## config.mk

```make
export PLATFORM = sky130hd
export DESIGN_NAME = periodic_task_table
export DESIGN_NICKNAME = d
export VERILOG_FILES = /design/src/rtl/ptt_pkg.sv /design/src/rtl/ptt_cell.sv /design/src/rtl/ptt_head.sv /design/src/rtl/periodic_task_table.sv
export SDC_FILE = /design/constraint.sdc
export NUM_CORES = 1
export LEC_CHECK = 0
export BUFFER_PORTS_ARGS = -buffer_cell sky130_fd_sc_hd__buf_2
export CORE_UTILIZATION = 50
export DETAILED_ROUTE_END_ITERATION = 7
export GPL_TIMING_DRIVEN = 0
export PLACE_DENSITY = 0.68
export SLEW_MARGIN = 30
export SYNTH_ARGS = -nofsm -noshare
export SYNTH_HDL_FRONTEND = slang
export SYNTH_HIERARCHICAL = 1
export SYNTH_SLANG_ARGS = --single-unit
```

## constraint.sdc

```tcl
create_clock -name aclk -period 47.3 [get_ports aclk]
set_input_delay 14.19 -clock aclk [delete_from_list [all_inputs] [get_ports aclk]]
set_output_delay 14.19 -clock aclk [all_outputs]
set_load 0.05 [all_outputs]
```

## src/rtl/ptt_pkg.sv

```systemverilog
// ptt_pkg: shared types and constants for the periodic task table
// used by ptt_cell, ptt_head, periodic_task_table and ptt_checker
`default_nettype none

package ptt_pkg;

    localparam int PTT_MAX_TASKS    = 16;
    localparam int PTT_RESULT_LIMIT = 16;
    localparam int PTT_NUM_W        = $clog2(PTT_RESULT_LIMIT + 1);

    // input actions
    localparam logic [1:0] ACT_TICK     = 2'd0;
    localparam logic [1:0] ACT_CREATE   = 2'd1;
    localparam logic [1:0] ACT_DELETE   = 2'd2;
    localparam logic [1:0] ACT_DISPATCH = 2'd3;

    // result kinds
    localparam logic [1:0] KIND_STATUS = 2'd0;
    localparam logic [1:0] KIND_TASK   = 2'd1;
    localparam logic [1:0] KIND_NONE   = 2'd2;

    typedef struct packed {
        logic [1:0]  action;
        logic [7:0]  task_id;
        logic [15:0] period;
    } ptt_in_t;

    typedef struct packed {
        logic [1:0] result_kind;
        logic [7:0] ready_id;
        logic       ok;
        logic       last;
    } ptt_out_t;

    typedef struct packed {
        logic [7:0]  ident;
        logic [15:0] period;
        logic [15:0] ticks;
        logic        ready;
    } ptt_entry_t;

    // status from the head unit to the sequencer
    typedef struct packed {
        logic match;   // identifier found in an active slot
        logic hit;     // ready entry dispatched at this step
        logic place;   // new entry written at this step
    } ptt_head_flags_t;

endpackage

`default_nettype wire

```

## src/rtl/ptt_cell.sv

```systemverilog
// ptt_cell: one slot of the task ring, holds a single entry
// depends on ptt_pkg
`default_nettype none

module ptt_cell
    import ptt_pkg::*;
(
    input  wire logic       aclk,
    input  wire logic       shift_en,
    input  wire ptt_entry_t entry_in,
    output ptt_entry_t      entry_out
);

    ptt_entry_t entry_reg;

    // payload only, no reset
    always_ff @(posedge aclk) begin
        if (shift_en) begin
            entry_reg <= entry_in;
        end
    end

    assign entry_out = entry_reg;

endmodule

`default_nettype wire

```

## src/rtl/ptt_head.sv

```systemverilog
// ptt_head: per-step update of the entry leaving the front of the ring
// depends on ptt_pkg
`default_nettype none

module ptt_head
    import ptt_pkg::*;
#(
    parameter int MAX_TASKS = PTT_MAX_TASKS,
    localparam int PW = (MAX_TASKS > 1) ? $clog2(MAX_TASKS) : 1,
    localparam int CW = $clog2(MAX_TASKS + 1)
) (
    input  wire logic [1:0]    action,
    input  wire logic [7:0]    task_id,
    input  wire logic [15:0]   period,
    input  wire logic [PW-1:0] pos,
    input  wire logic [CW-1:0] count,
    input  wire logic          found,
    input  wire logic          room,
    input  wire ptt_entry_t    front,
    input  wire ptt_entry_t    second,
    output ptt_entry_t         push,
    output ptt_head_flags_t    flags
);

    logic active;
    logic at_end;

    assign active = CW'(pos) < count;
    assign at_end = CW'(pos) == count;

    always_comb begin
        push        = front;
        flags       = '0;
        flags.match = active && (front.ident == task_id) && !found;
        unique case (action)
            ACT_TICK: begin
                if (active) begin
                    if (front.ticks < front.period) begin
                        push.ticks = front.ticks + 16'd1;
                    end else if (front.ticks == front.period) begin
                        push.ticks = '0;
                        push.ready = 1'b1;
                    end
                end
            end
            ACT_CREATE: begin
                // slot just past the active ones, only reached while not full
                flags.place = at_end && !found;
                if (flags.place) begin
                    push.ident  = task_id;
                    push.period = period;
                    push.ticks  = '0;
                    push.ready  = 1'b0;
                end
            end
            ACT_DELETE: begin
                // from the match on, skip one slot so later entries move down
                if (found || flags.match) begin
                    push = second;
                end
            end
            ACT_DISPATCH: begin
                flags.hit = active && front.ready && room;
                if (flags.hit) begin
                    push.ready = 1'b0;
                end
            end
            default: begin
                push = front;
            end
        endcase
    end

endmodule

`default_nettype wire

```

## src/rtl/periodic_task_table.sv

```systemverilog
// periodic_task_table: top level of the periodic task table
// depends on ptt_pkg, ptt_cell, ptt_head
`default_nettype none

// The table lives in a ring of MAX_TASKS cells. Every item walks the whole
// ring once: at each step the front entry passes through the head unit, is
// updated for the current action and re-enters at the back, so after
// MAX_TASKS steps the table is back in slot order. A tick advances every
// active entry and gives no transaction on the result side. Create and
// delete give one status transaction. Dispatch gives one transaction per
// ready task in table order (at most 16, last set on the final one), or a
// single "no task ready" transaction. An item walks the ring in ST_WALK,
// posts its final result in ST_FINISH and returns to ST_IDLE to take the
// next item; a tick posts nothing and goes from ST_WALK straight back to
// ST_IDLE. A dispatch walk pauses at a step that must pass a result on
// while the result register is full and the consumer holds m_ready low,
// and the final result waits the same way. Input items are accepted only
// between walks. One result register sits on the output, so a finished
// result can wait for the consumer while the next item is taken. The table
// contents are not cleared by reset; the active count and the sequencer
// state are, and only active slots are ever read.

module periodic_task_table
    import ptt_pkg::*;
#(
    parameter int MAX_TASKS = PTT_MAX_TASKS
) (
    input  wire logic     aclk,
    input  wire logic     aresetn,
    input  wire logic     s_valid,
    output logic          s_ready,
    input  wire ptt_in_t  s_data,
    output logic          m_valid,
    input  wire logic     m_ready,
    output ptt_out_t      m_data
);

    localparam int PW = (MAX_TASKS > 1) ? $clog2(MAX_TASKS) : 1;
    localparam int CW = $clog2(MAX_TASKS + 1);

    typedef enum logic [1:0] {
        ST_IDLE,
        ST_WALK,
        ST_FINISH
    } state_t;

    // sequencer registers
    state_t               state_reg, state_next;
    ptt_in_t              item_reg, item_next;
    logic [PW-1:0]        pos_reg, pos_next;
    logic [CW-1:0]        count_reg, count_next;
    logic                 found_reg, found_next;     // match seen in this walk
    logic                 placed_reg, placed_next;   // create wrote its entry
    logic                 pend_valid_reg, pend_valid_next;
    logic [7:0]           pend_id_reg, pend_id_next;
    logic [PTT_NUM_W-1:0] num_reg, num_next;         // dispatched so far
    logic                 m_valid_reg, m_valid_next;
    ptt_out_t             m_data_reg, m_data_next;

    // ring
    ptt_entry_t      cell_q [MAX_TASKS];
    ptt_entry_t      cell_d [MAX_TASKS];
    ptt_entry_t      second;
    ptt_entry_t      push;
    ptt_head_flags_t flags;

    logic out_free;
    logic emit_walk;
    logic advance;
    logic last_step;

    // ring of cells, front at index 0, entries move toward the front
    genvar gi;
    generate
        for (gi = 0; gi < MAX_TASKS; gi++) begin : g_cell
            if (gi == MAX_TASKS - 1) begin : g_back
                assign cell_d[gi] = push;
            end else begin : g_mid
                assign cell_d[gi] = cell_q[gi + 1];
            end
            ptt_cell u_cell (
                .aclk      (aclk),
                .shift_en  (advance),
                .entry_in  (cell_d[gi]),
                .entry_out (cell_q[gi])
            );
        end
        if (MAX_TASKS > 1) begin : g_second
            assign second = cell_q[1];
        end else begin : g_single
            assign second = cell_q[0];
        end
    endgenerate

    ptt_head #(
        .MAX_TASKS (MAX_TASKS)
    ) u_head (
        .action  (item_reg.action),
        .task_id (item_reg.task_id),
        .period  (item_reg.period),
        .pos     (pos_reg),
        .count   (count_reg),
        .found   (found_reg),
        .room    (num_reg < PTT_NUM_W'(PTT_RESULT_LIMIT)),
        .front   (cell_q[0]),
        .second  (second),
        .push    (push),
        .flags   (flags)
    );

    assign out_free  = !m_valid_reg || m_ready;
    // a newly found ready task pushes the held one out with last clear
    assign emit_walk = (state_reg == ST_WALK) && (item_reg.action == ACT_DISPATCH)
                       && flags.hit && pend_valid_reg;
    assign advance   = (state_reg == ST_WALK) && (!emit_walk || out_free);
    assign last_step = pos_reg == PW'(MAX_TASKS - 1);

    always_comb begin
        state_next      = state_reg;
        item_next       = item_reg;
        pos_next        = pos_reg;
        count_next      = count_reg;
        found_next      = found_reg;
        placed_next     = placed_reg;
        pend_valid_next = pend_valid_reg;
        pend_id_next    = pend_id_reg;
        num_next        = num_reg;
        m_valid_next    = m_valid_reg && !m_ready;
        m_data_next     = m_data_reg;

        unique case (state_reg)
            ST_IDLE: begin
                if (s_valid) begin
                    item_next       = s_data;
                    pos_next        = '0;
                    found_next      = 1'b0;
                    placed_next     = 1'b0;
                    pend_valid_next = 1'b0;
                    num_next        = '0;
                    state_next      = ST_WALK;
                end
            end
            ST_WALK: begin
                if (advance) begin
                    if (flags.match) begin
                        found_next = 1'b1;
                    end
                    if (flags.place) begin
                        placed_next = 1'b1;
                    end
                    if (flags.hit) begin
                        pend_valid_next = 1'b1;
                        pend_id_next    = cell_q[0].ident;
                        num_next        = num_reg + PTT_NUM_W'(1);
                    end
                    if (emit_walk) begin
                        m_valid_next = 1'b1;
                        m_data_next  = '{result_kind: KIND_TASK, ready_id: pend_id_reg,
                                         ok: 1'b1, last: 1'b0};
                    end
                    pos_next = last_step ? '0 : pos_reg + PW'(1);
                    if (last_step) begin
                        state_next = (item_reg.action == ACT_TICK) ? ST_IDLE : ST_FINISH;
                    end
                end
            end
            ST_FINISH: begin
                if (out_free) begin
                    m_valid_next = 1'b1;
                    state_next   = ST_IDLE;
                    unique case (item_reg.action)
                        ACT_CREATE: begin
                            m_data_next = '{result_kind: KIND_STATUS, ready_id: 8'd0,
                                            ok: placed_reg, last: 1'b1};
                            if (placed_reg) begin
                                count_next = count_reg + CW'(1);
                            end
                        end
                        ACT_DELETE: begin
                            m_data_next = '{result_kind: KIND_STATUS, ready_id: 8'd0,
                                            ok: found_reg, last: 1'b1};
                            if (found_reg) begin
                                count_next = count_reg - CW'(1);
                            end
                        end
                        default: begin
                            if (pend_valid_reg) begin
                                m_data_next = '{result_kind: KIND_TASK,
                                                ready_id: pend_id_reg,
                                                ok: 1'b1, last: 1'b1};
                            end else begin
                                m_data_next = '{result_kind: KIND_NONE, ready_id: 8'd0,
                                                ok: 1'b0, last: 1'b1};
                            end
                        end
                    endcase
                end
            end
            default: begin
                state_next = ST_IDLE;
            end
        endcase
    end

    always_ff @(posedge aclk) begin
        if (!aresetn) begin
            state_reg      <= ST_IDLE;
            count_reg      <= '0;
            m_valid_reg    <= 1'b0;
            pend_valid_reg <= 1'b0;
            found_reg      <= 1'b0;
            placed_reg     <= 1'b0;
            num_reg        <= '0;
            pos_reg        <= '0;
        end else begin
            state_reg      <= state_next;
            count_reg      <= count_next;
            m_valid_reg    <= m_valid_next;
            pend_valid_reg <= pend_valid_next;
            found_reg      <= found_next;
            placed_reg     <= placed_next;
            num_reg        <= num_next;
            pos_reg        <= pos_next;
        end
        // payload
        item_reg    <= item_next;
        pend_id_reg <= pend_id_next;
        m_data_reg  <= m_data_next;
    end

    assign s_ready = (state_reg == ST_IDLE);
    assign m_valid = m_valid_reg;
    assign m_data  = m_data_reg;

endmodule

`default_nettype wire

```

==> out/metrics.yaml, run 1 <==
clock_tree:
  cts_tree: "yes"
  clkLatencyLatePin_ps: 600
  htree_num_levels: 3
  cts.sinks: 722
  clock-root-buffer: "clkbuf_16"
  cts-resized-gates: 0
  clockBufferDepth: 3
  clk_pin_slew_ps: 70
  ctsHoldBuffers: 0
  cts_made_buffers: 67
  cts_setup_buffers: 0
global_route:
  grt_pass1_vias: 10300
  grt_pass1_wl_um: 58100
  overflow: 0
  track_usage_pct: 15.6
  antenna_found_initial: 0
  grt_start_max_net_pins: 28
logic_synthesis:
  ys_warn_count: 6
  yosysSeqAreaShare_pct: 88.5
  async_reset_ff_share_pct: 0
  syn_inst: 1135
  syn_area_um2: 24300
  syn-num-nets: 1203
  synth.largest_area_cell: "edfxtp_1"
  ys_ff_latch: 722
  syn_area_per_cell_um2: 21.4
  synth_area_leaders: "edfxtp_1 (87%), ha_1 (1.9%), dfxtp_1 (1.6%)"
  synth_cell_type_count: 60
  synth_ff_type: "edfxtp_1"
  yosys.area.top_type_share_pct: 86.9
  synth_edf_count: 702
placed_design:
  place_congestion: 0.888
  port_buffers: 43
  preCtsSetupSlack_ps: 30180
  hpwlAfterDp_um: 23100
worst_setup_path:
  critPathLaunchType: "input port"
  cp.arrival_ps: 16920
  r2r_start: "count_reg[1]"
  critPathKind: "in -> reg"
  r2r_slack_ps: 42170
  crit_start: "m_ready"
  r2r-end: "g_cell[15].u_cell/entry_out[25]"
  crit_path_end: "g_cell[15].u_cell/entry_out[25]"
  critPathMaxFanout: 25
  reg2reg_depth: 22
  end_kind: "flip-flop"
  critPathRequiredTime_ps: 47650
sta:
  slew_viol_final: 0
  timing.slew.headroom_pct: 38.9
  rsz0062_at_grt: "false"
  fin_crit_sh_pct: 35.0
  setup_slack_ps: 30730
  skew_ps: 22.6
  fmax_mhz: 60.3
  tightest_slew_ps: 909
  whs_ps: 408
  hold_violations: 0
  period_minus_slack_ps: 16570
  setup_tns_ps: 0
  setup_violations: 0
detailed_routing:
  via_per_inst: 5.36
  drc: 0
  ant_nets: 0
  wl_per_cell_um: 19.1
  drt-initial-drc-count: 884
  vias: 10400
  drt_pre_antenna_iters: 6
  drt_wl_total_um: 37100
floorplanning:
  die_w_um: 222
  die_h_um: 222
  rows: 80
  dieArea_um2: 49400
  io_pins: 44
  core-area_um2: 47800
  start_util_pct: 50.7
power:
  power_density_nw_per_um2: 65.2
  p_leak_nw: 9.67
  finalPower_mw: 1.84
  ir_worst_vdd_uv: 49.0
final_layout:
  synthToLayoutAreaGrowth_pct: 16.4
  final_util_pct: 59.0
  drive_gt1_share_pct: 13.6
  largest_register_ffs: 656
  nets: 1350
status:
  status: "finished clean"
min_path:
  hp-class: "reg -> reg"
run:
  max_cap_violations: 0
## kinds of logic (layout without fill, tap and decap cells)
| family | count (synthesis) | after routing | share of synthesized area, % |
|---|---|---|---|
| flip-flops | 722 | 722 | 88.5 |
| AO/OA/AOI/OAI | 162 | 162 | 4.76 |
| AND/OR/NAND/NOR | 132 | 132 | 3.04 |
| buffers and inverters | 63 | 255 | 1.03 |
| adder cells (fa/ha/maj) | 38 | 38 | 1.99 |
| XOR/XNOR | 13 | 13 | 0.469 |
| multiplexers | 5 | 5 | 0.217 |
| other | 0 | 1 | 0 |
## cells in the mapped netlist (5+ instances only)
cell type / count
nor3_1: 11
xor2_1: 9
nand2b_1: 7
inv_1: 40
a22oi_1: 8
o31ai_1: 9
dfxtp_1: 20
o21ai_0: 18
ha_1: 37
and2_1: 12
edfxtp_1: 702
a31oi_1: 6
o211ai_1: 8
clkbuf_1: 16
nand4_1: 9
nor2b_1: 6
nand3_1: 15
nor2_1: 17
and3_1: 5
a21oi_1: 26
nor4_1: 5
a21o_1: 31
a22o_1: 27
nand2_1: 27
## layout by cell type, fill, tap and decap left out, types with 7 or more instances in the layout
master     Yosys  final
edfxtp_1     702    702
clkbuf_16      0     69
buf_2          4     47
inv_1         40     39
clkbuf_1      16     38
ha_1          37     37
a21o_1        31     31
buf_16         0     31
nand2_1       27     27
a22o_1        27     27
a21oi_1       26     26
dfxtp_1       20     20
o21ai_0       18     18
nor2_1        17     15
nand3_1       15     15
and2_1        12     12
nor3_1        11     11
o31ai_1        9      9
xor2_1         9      9
nand4_1        9      9
clkinv_1       0      9
o211ai_1       8      8
a22oi_1        8      8
nand2b_1       7      7
## metrics by stage
stage / cell area [um^2] / cells
2_1_floorplan: 24300 / 1135
3_3_place_gp: 25300 / 1793
3_5_place_dp: 26200 / 1828
4_1_cts: 28200 / 1942
5_1_grt: 28200 / 1942
6_report: 28200 / 1943
## layout make-up
type,instances,area (um^2)
timing repair buffer,78,1130
clock inverter,22,240
buffer,21,91.3
fill,3316,19600
tap,615,769
clock buffer,92,1820
inverter,42,158
multi-input combinational,350,2550
sequential,722,21500
antenna,1,2.50
## per-layer routing
metal	vias up	global-route usage, %	wire [um]
met2	266	22.1	16300
met3	84	3.52	1970
met4	0	5.73	990
li1	4805	-	-
met1	5253	23.6	17800
met5	-	0	0
## power breakdown
group	leakage [nW]	switching, mW	internal, mW
Clock	0.999	0.218	0.292
Combinational	1.95	0.163	0.100
Sequential	6.72	0.0688	0.999
## how the worst min path moves through the flow
| stage | from | endpoint | slack (ps) | cells past startpoint |
|---|---|---|---|---|
| floorplan | g_cell[11].u_cell/entry_out[0] | g_cell[10].u_cell/entry_out[0] | 400 | 0 |
| global placement | g_cell[3].u_cell/entry_out[19] | g_cell[2].u_cell/entry_out[19] | 400 | 0 |
| detailed placement | g_cell[11].u_cell/entry_out[16] | g_cell[10].u_cell/entry_out[16] | 400 | 0 |
| CTS | g_cell[6].u_cell/entry_out[29] | g_cell[5].u_cell/entry_out[29] | 410 | 0 |
| global route | g_cell[6].u_cell/entry_out[40] | g_cell[5].u_cell/entry_out[40] | 410 | 0 |
| finish | g_cell[9].u_cell/entry_out[33] | g_cell[8].u_cell/entry_out[33] | 410 | 0 |
## worst max-delay path, cell delays in order
cell	delay (ps)
buf_2	110
nor2b_1	330
and2_1	300
nor2_4	50
buf_12	170
buf_16	180
buf_16	180
buf_16	180
buf_16	170
buf_16	170
buf_16	170
buf_16	160
buf_16	170
buf_16	160
buf_8	160
(Power assumes the default switching activity.)
==> run 2: changes to the inputs <==
==> constraint.sdc (replaced) <==
create_clock -name aclk -period 16.86 [get_ports aclk]
set_input_delay 5.058 -clock aclk [delete_from_list [all_inputs] [get_ports aclk]]
set_output_delay 5.058 -clock aclk [all_outputs]
set_load 0.05 [all_outputs]
==> run 2 against run 1 <==
Clock-buffer cell count shrank 12. Routed wire length shrank 1.6%. Via count shrank 1.2%. Die area is the same.
==> out/metrics.yaml, run 2 (same netlist as run 1, synthesis figures left out) <==
sta:
  slew_viol_final: 0
  rsz0062_at_grt: "false"
  skew_ps: 18.5
  fmax_mhz: 129
  hold_violations: 0
  setup_violations: 0
  period_minus_slack_ps: 7730
  setup_tns_ps: 0
  timing.slew.headroom_pct: 38.9
  tightest_slew_ps: 909
  fin_crit_sh_pct: 45.8
placed_design:
  placedCellCount: 1826
  port_buffers: 43
  place_congestion: 0.860
  hpwlAfterDp_um: 23100
clock_tree:
  clockBufferDepth: 3
  clkLatencyLatePin_ps: 590
  cts_made_buffers: 68
  cts_tree: "yes"
  cts-resized-gates: 0
  clk_pin_slew_ps: 60
  htree_num_levels: 3
  cts.sinks: 722
  clock-root-buffer: "clkbuf_16"
  cts_setup_buffers: 0
  ctsHoldBuffers: 0
final_layout:
  final_common_cell: "edfxtp_1"
  largest_register_ffs: 656
  layout_common_cells: "edfxtp_1 (702), clkbuf_16 (69), buf_2 (47)"
  synthToLayoutAreaGrowth_pct: 16.5
  final_cells: 1945
  nets: 1349
  diodes: 0
  drive_gt1_share_pct: 14.1
floorplanning:
  dieArea_um2: 49400
  io_pins: 44
  core-area_um2: 47800
  die_w_um: 222
  rows: 80
  die_h_um: 222
  start_util_pct: 50.7
worst_setup_path:
  critPathRequiredTime_ps: 17140
  end_kind: "flip-flop"
  cp.arrival_ps: 8010
  critPathMaxFanout: 26
  critPathLaunchType: "input port"
  critPathKind: "in -> reg"
status:
  status: "finished clean"
detailed_routing:
  drt-initial-drc-count: 940
  vias: 10300
  via_per_inst: 5.29
  ant_nets: 0
  drc: 0
  drt_pre_antenna_iters: 5
  wl_per_cell_um: 18.7
  drt_wl_total_um: 36400
power:
  p_leak_nw: 9.71
  power_density_nw_per_um2: 184
  p_switching_mw: 1.27
  pwr-share-seq_pct: 57.4
  swShare_pct: 24.5
  ir_worst_vdd_uv: 110
  clock_power_share_pct: 28.8
  p_int_mw: 3.93
  power.share.combinational_pct: 13.8
global_route:
  track_usage_pct: 15.2
  grt_start_max_net_pins: 28
  grt_pass1_vias: 10200
  overflow: 0
  grt_pass1_wl_um: 57000
  antenna_found_initial: 1
run:
  max_cap_violations: 0
min_path:
  hp-class: "reg -> reg"
==> run 2: cell types whose count changed in the layout (fill, tap and decap cells not counted), sizes merged <==
| cell | before | now |
|---|---|---|
| clkbuf | 108 | 96 |
| clkinv | 16 | 26 |
| inv | 44 | 48 |
| bufinv | 4 | 7 |
| buf | 83 | 81 |
| diode | 1 | 0 |
==> run 2: path summary, 6_finish.rpt <==
check / slack, ps / end / depth (start not counted) / startpoint
worst max-delay path: 9130 / g_cell[2].u_cell/entry_out[21] / 15 / m_ready
worst min-delay path: 410 / g_cell[1].u_cell/entry_out[2] / 0 / g_cell[2].u_cell/entry_out[2]
worst max register to register: 11290 / g_cell[2].u_cell/entry_out[21] / 22 / count_reg[1]
worst min register to register: 410 / g_cell[1].u_cell/entry_out[2] / 0 / g_cell[2].u_cell/entry_out[2]
==> run 2: area by class of cell <==
type | count | area, um^2
well taps | 615 | 769
multi-input cells | 350 | 2550
clock buffers | 80 | 1770
plain buffers | 21 | 91.3
repair buffers | 76 | 1040
inverters | 42 | 158
clock inverters | 39 | 432
fillers | 3357 | 19600
flip-flops and latches | 722 | 21500
==> run 2: critical path, stage by stage <==
cell and delay, ps:
buf_2 100, nor2b_1 100, and2_1 210, nor2_4 370
buf_8 230, buf_16 170, buf_16 190, buf_16 200
buf_16 200, buf_16 180, buf_16 190, buf_16 200
buf_16 190, buf_16 200, buf_8 180
==> run 2: stage by stage <==
step | utilization (%) | area (um^2) | power (mW) | hold WS, ps | setup slack, ps
global route | 59.1 | 28300 | 5.44 | 410 | 8930
global placement | 52.8 | 25300 | 3.75 | 400 | -1750
floorplan | - | 24300 | 3.49 | 400 | 1410
finish | 59.1 | 28300 | 5.21 | 407 | 9130
detailed placement | 54.5 | 26100 | 3.75 | 405 | 8510
CTS | 59.1 | 28300 | 5.27 | 407 | 9130
==> run 2: power groups by stage <==
stage	Clock [mW]	Sequential, mW	Combinational, mW
after floorplan	0	3.13	0.367
after global placement	0	3.24	0.514
after detailed placement	0	3.03	0.723
after CTS	1.54	3.01	0.728
after global routing	1.61	3.05	0.780
final	1.50	2.99	0.719
==> run 2: layer usage <==
| layer | up-vias | track usage, % | wire, um | part of all wire, % |
|---|---|---|---|---|
| met5 | - | 0 | 0 | 0 |
| met4 | 0 | 4.95 | 656 | 1.8 |
| met3 | 53 | 3.32 | 1310 | 3.6 |
| met2 | 198 | 21.7 | 16400 | 45 |
| met1 | 5208 | 23.3 | 18100 | 50 |
| li1 | 4822 | - | - | - |
==> run 3: changes to the inputs <==
==> constraint.sdc (replaced) <==
create_clock -name aclk -period 7.4 [get_ports aclk]
set_input_delay 2.22 -clock aclk [delete_from_list [all_inputs] [get_ports aclk]]
set_output_delay 2.22 -clock aclk [all_outputs]
set_load 0.05 [all_outputs]
==> run 3 against run 2 <==
Cell area down 0.12%. Global-route usage up 0.35 points. Combinational power grew 130%. First-iteration DRC count decreased by 23%. Non-clock buffer count shrank 1. Core utilization is 0.068 points lower. Via count rose by 0.47%.
==> out/metrics.yaml, run 3 (same netlist as run 1, synthesis figures left out) <==
worst_setup_path:
  critPathKind: "reg -> reg"
  cp_slowest_stage_delay_ps: 490
  critPathRequiredTime_ps: 7680
  crit_start: "count_reg[1]"
  end_kind: "flip-flop"
  critical_path.most_common_cell: "buf_16"
  reg2reg_depth: 17
  worstPathCellList: "inv_1, ha_1, nor2b_1, o2111ai_1, o21ai_0, clkbuf_1, inv_1, and4_1, and4_1, and2_4, nor2_4, buf_16, buf_16, buf_16, buf_8, buf_12, buf_16"
  cp.arrival_ps: 5010
  cp_slowest_cell: "clkbuf_1"
  r2r_start: "count_reg[1]"
  critPathMaxFanout: 27
  critPathLaunchType: "flip-flop"
final_layout:
  final_cells: 1948
  nets: 1348
  final_common_cell: "edfxtp_1"
  fillers: 3330
  largest_register_ffs: 656
  final_area_um2: 28300
  synthToLayoutAreaGrowth_pct: 16.4
  layout_common_cells: "edfxtp_1 (702), clkbuf_16 (72), buf_2 (47)"
  drive_gt1_share_pct: 14.0
clock_tree:
  cts_made_buffers: 68
  clkLatencyLatePin_ps: 600
  cts.sinks: 722
  cts-resized-gates: 0
  clk_pin_slew_ps: 60
  cts_tree: "yes"
  cts_setup_buffers: 0
  clockBufferDepth: 3
  htree_num_levels: 3
  ctsHoldBuffers: 0
  clock-root-buffer: "clkbuf_16"
floorplanning:
  core-area_um2: 47800
  die_w_um: 222
  die_h_um: 222
  io_pins: 44
  dieArea_um2: 49400
  start_util_pct: 50.7
  rows: 80
detailed_routing:
  vias: 10300
  drt-initial-drc-count: 727
  drt_wl_total_um: 37000
  ant_nets: 0
  wl_per_cell_um: 19.0
  via_per_inst: 5.30
  drt_pre_antenna_iters: 5
  drc: 0
run:
  max_cap_violations: 0
power:
  pwr-share-seq_pct: 58.0
  swShare_pct: 24.4
  p_switching_mw: 2.88
  ir_worst_vdd_uv: 226
  power_density_nw_per_um2: 417
  power.share.combinational_pct: 13.8
  finalPower_mw: 11.8
  p_leak_nw: 9.67
  p_int_mw: 8.91
  clock_power_share_pct: 28.2
sta:
  slew_viol_final: 0
  setup_slack_ps: 2670
  period_minus_slack_ps: 4730
  setup_violations: 0
  tightest_slew_ps: 977
  timing.slew.headroom_pct: 34.4
  skew_ps: 25.8
  hold_violations: 0
  fin_crit_sh_pct: 63.9
  fmax_mhz: 211
  rsz0062_at_grt: "false"
placed_design:
  placedCellCount: 1825
  place_congestion: 0.833
  port_buffers: 43
  preCtsSetupSlack_ps: 2700
  place_area_um2: 26100
  hpwlAfterDp_um: 23200
global_route:
  antenna_found_initial: 1
  grt_pass1_wl_um: 57600
  grt_pass1_vias: 10300
  grt_start_max_net_pins: 29
  track_usage_pct: 15.5
  overflow: 0
min_path:
  hold_start: "g_cell[5].u_cell/entry_out[4]"
  holdPathStages: 0
  hp-class: "reg -> reg"
status:
  status: "finished clean"
run 3: changes by cell type in the layout (fill, tap and decap cells not counted), sizes merged:
cell / previous run / this run
buf: 81 / 80
clkinvlp: 0 / 2
diode: 0 / 2
bufinv: 7 / 4
clkinv: 26 / 25
clkbuf: 96 / 106
inv: 48 / 42
run 3: metrics by stage:
stage	TNS [ps]	hold WS [ps]	utilization, %
final	0	412	59.1
after global routing	0	414	59.0
after CTS	0	411	59.0
after detailed placement	0	405	54.5
after global placement	-5360280	400	52.8
after floorplan	-3354280	400	-
run 3: worst paths after layout:
kind,to,slack (ps)
worst max register to register,g_cell[9].u_cell/entry_out[5],2670
worst min-delay path,g_cell[4].u_cell/entry_out[4],410
worst min register to register,g_cell[4].u_cell/entry_out[4],410
worst max-delay path,g_cell[9].u_cell/entry_out[5],2670
run 3: area by class of cell:
cell class | instances | area, um^2 | share of cell area, %
clock inverters | 31 | 280 | 0.992
flip-flops and latches | 722 | 21500 | 76.0
plain buffers | 21 | 91.3 | 0.323
inverters | 42 | 158 | 0.558
repair buffers | 75 | 1040 | 3.68
clock buffers | 90 | 1870 | 6.62
well taps | 615 | 769 | 2.72
multi-input cells | 350 | 2560 | 9.07
diodes | 2 | 5.00 | 0.0177
run 3: worst max-delay path: cells and delay by family (launching register included):
kind            cells  cell delay (ps)
buf+inv             9             1880
fa+ha+maj           1              310
flops               1              400
simple gates        5             1280
compound gates      2              530
run 3: routing by layer:
layer	up-vias	global-route usage (%)	part of all wire (%)
li1	4800	-	-
met1	5211	23.3	49
met2	232	22.0	44
met3	84	3.33	4.3
met4	2	6.92	3.3
met5	-	0	0.035
run 3: power groups by stage:
stage | Combinational, mW | Clock (mW) | Sequential [mW]
after floorplan | 0.835 | 0 | 7.12
after CTS | 1.65 | 3.41 | 6.87
after detailed placement | 1.64 | 0 | 6.91
final | 1.63 | 3.33 | 6.84
after global routing | 1.77 | 3.56 | 6.98
after global placement | 1.10 | 0 | 6.96
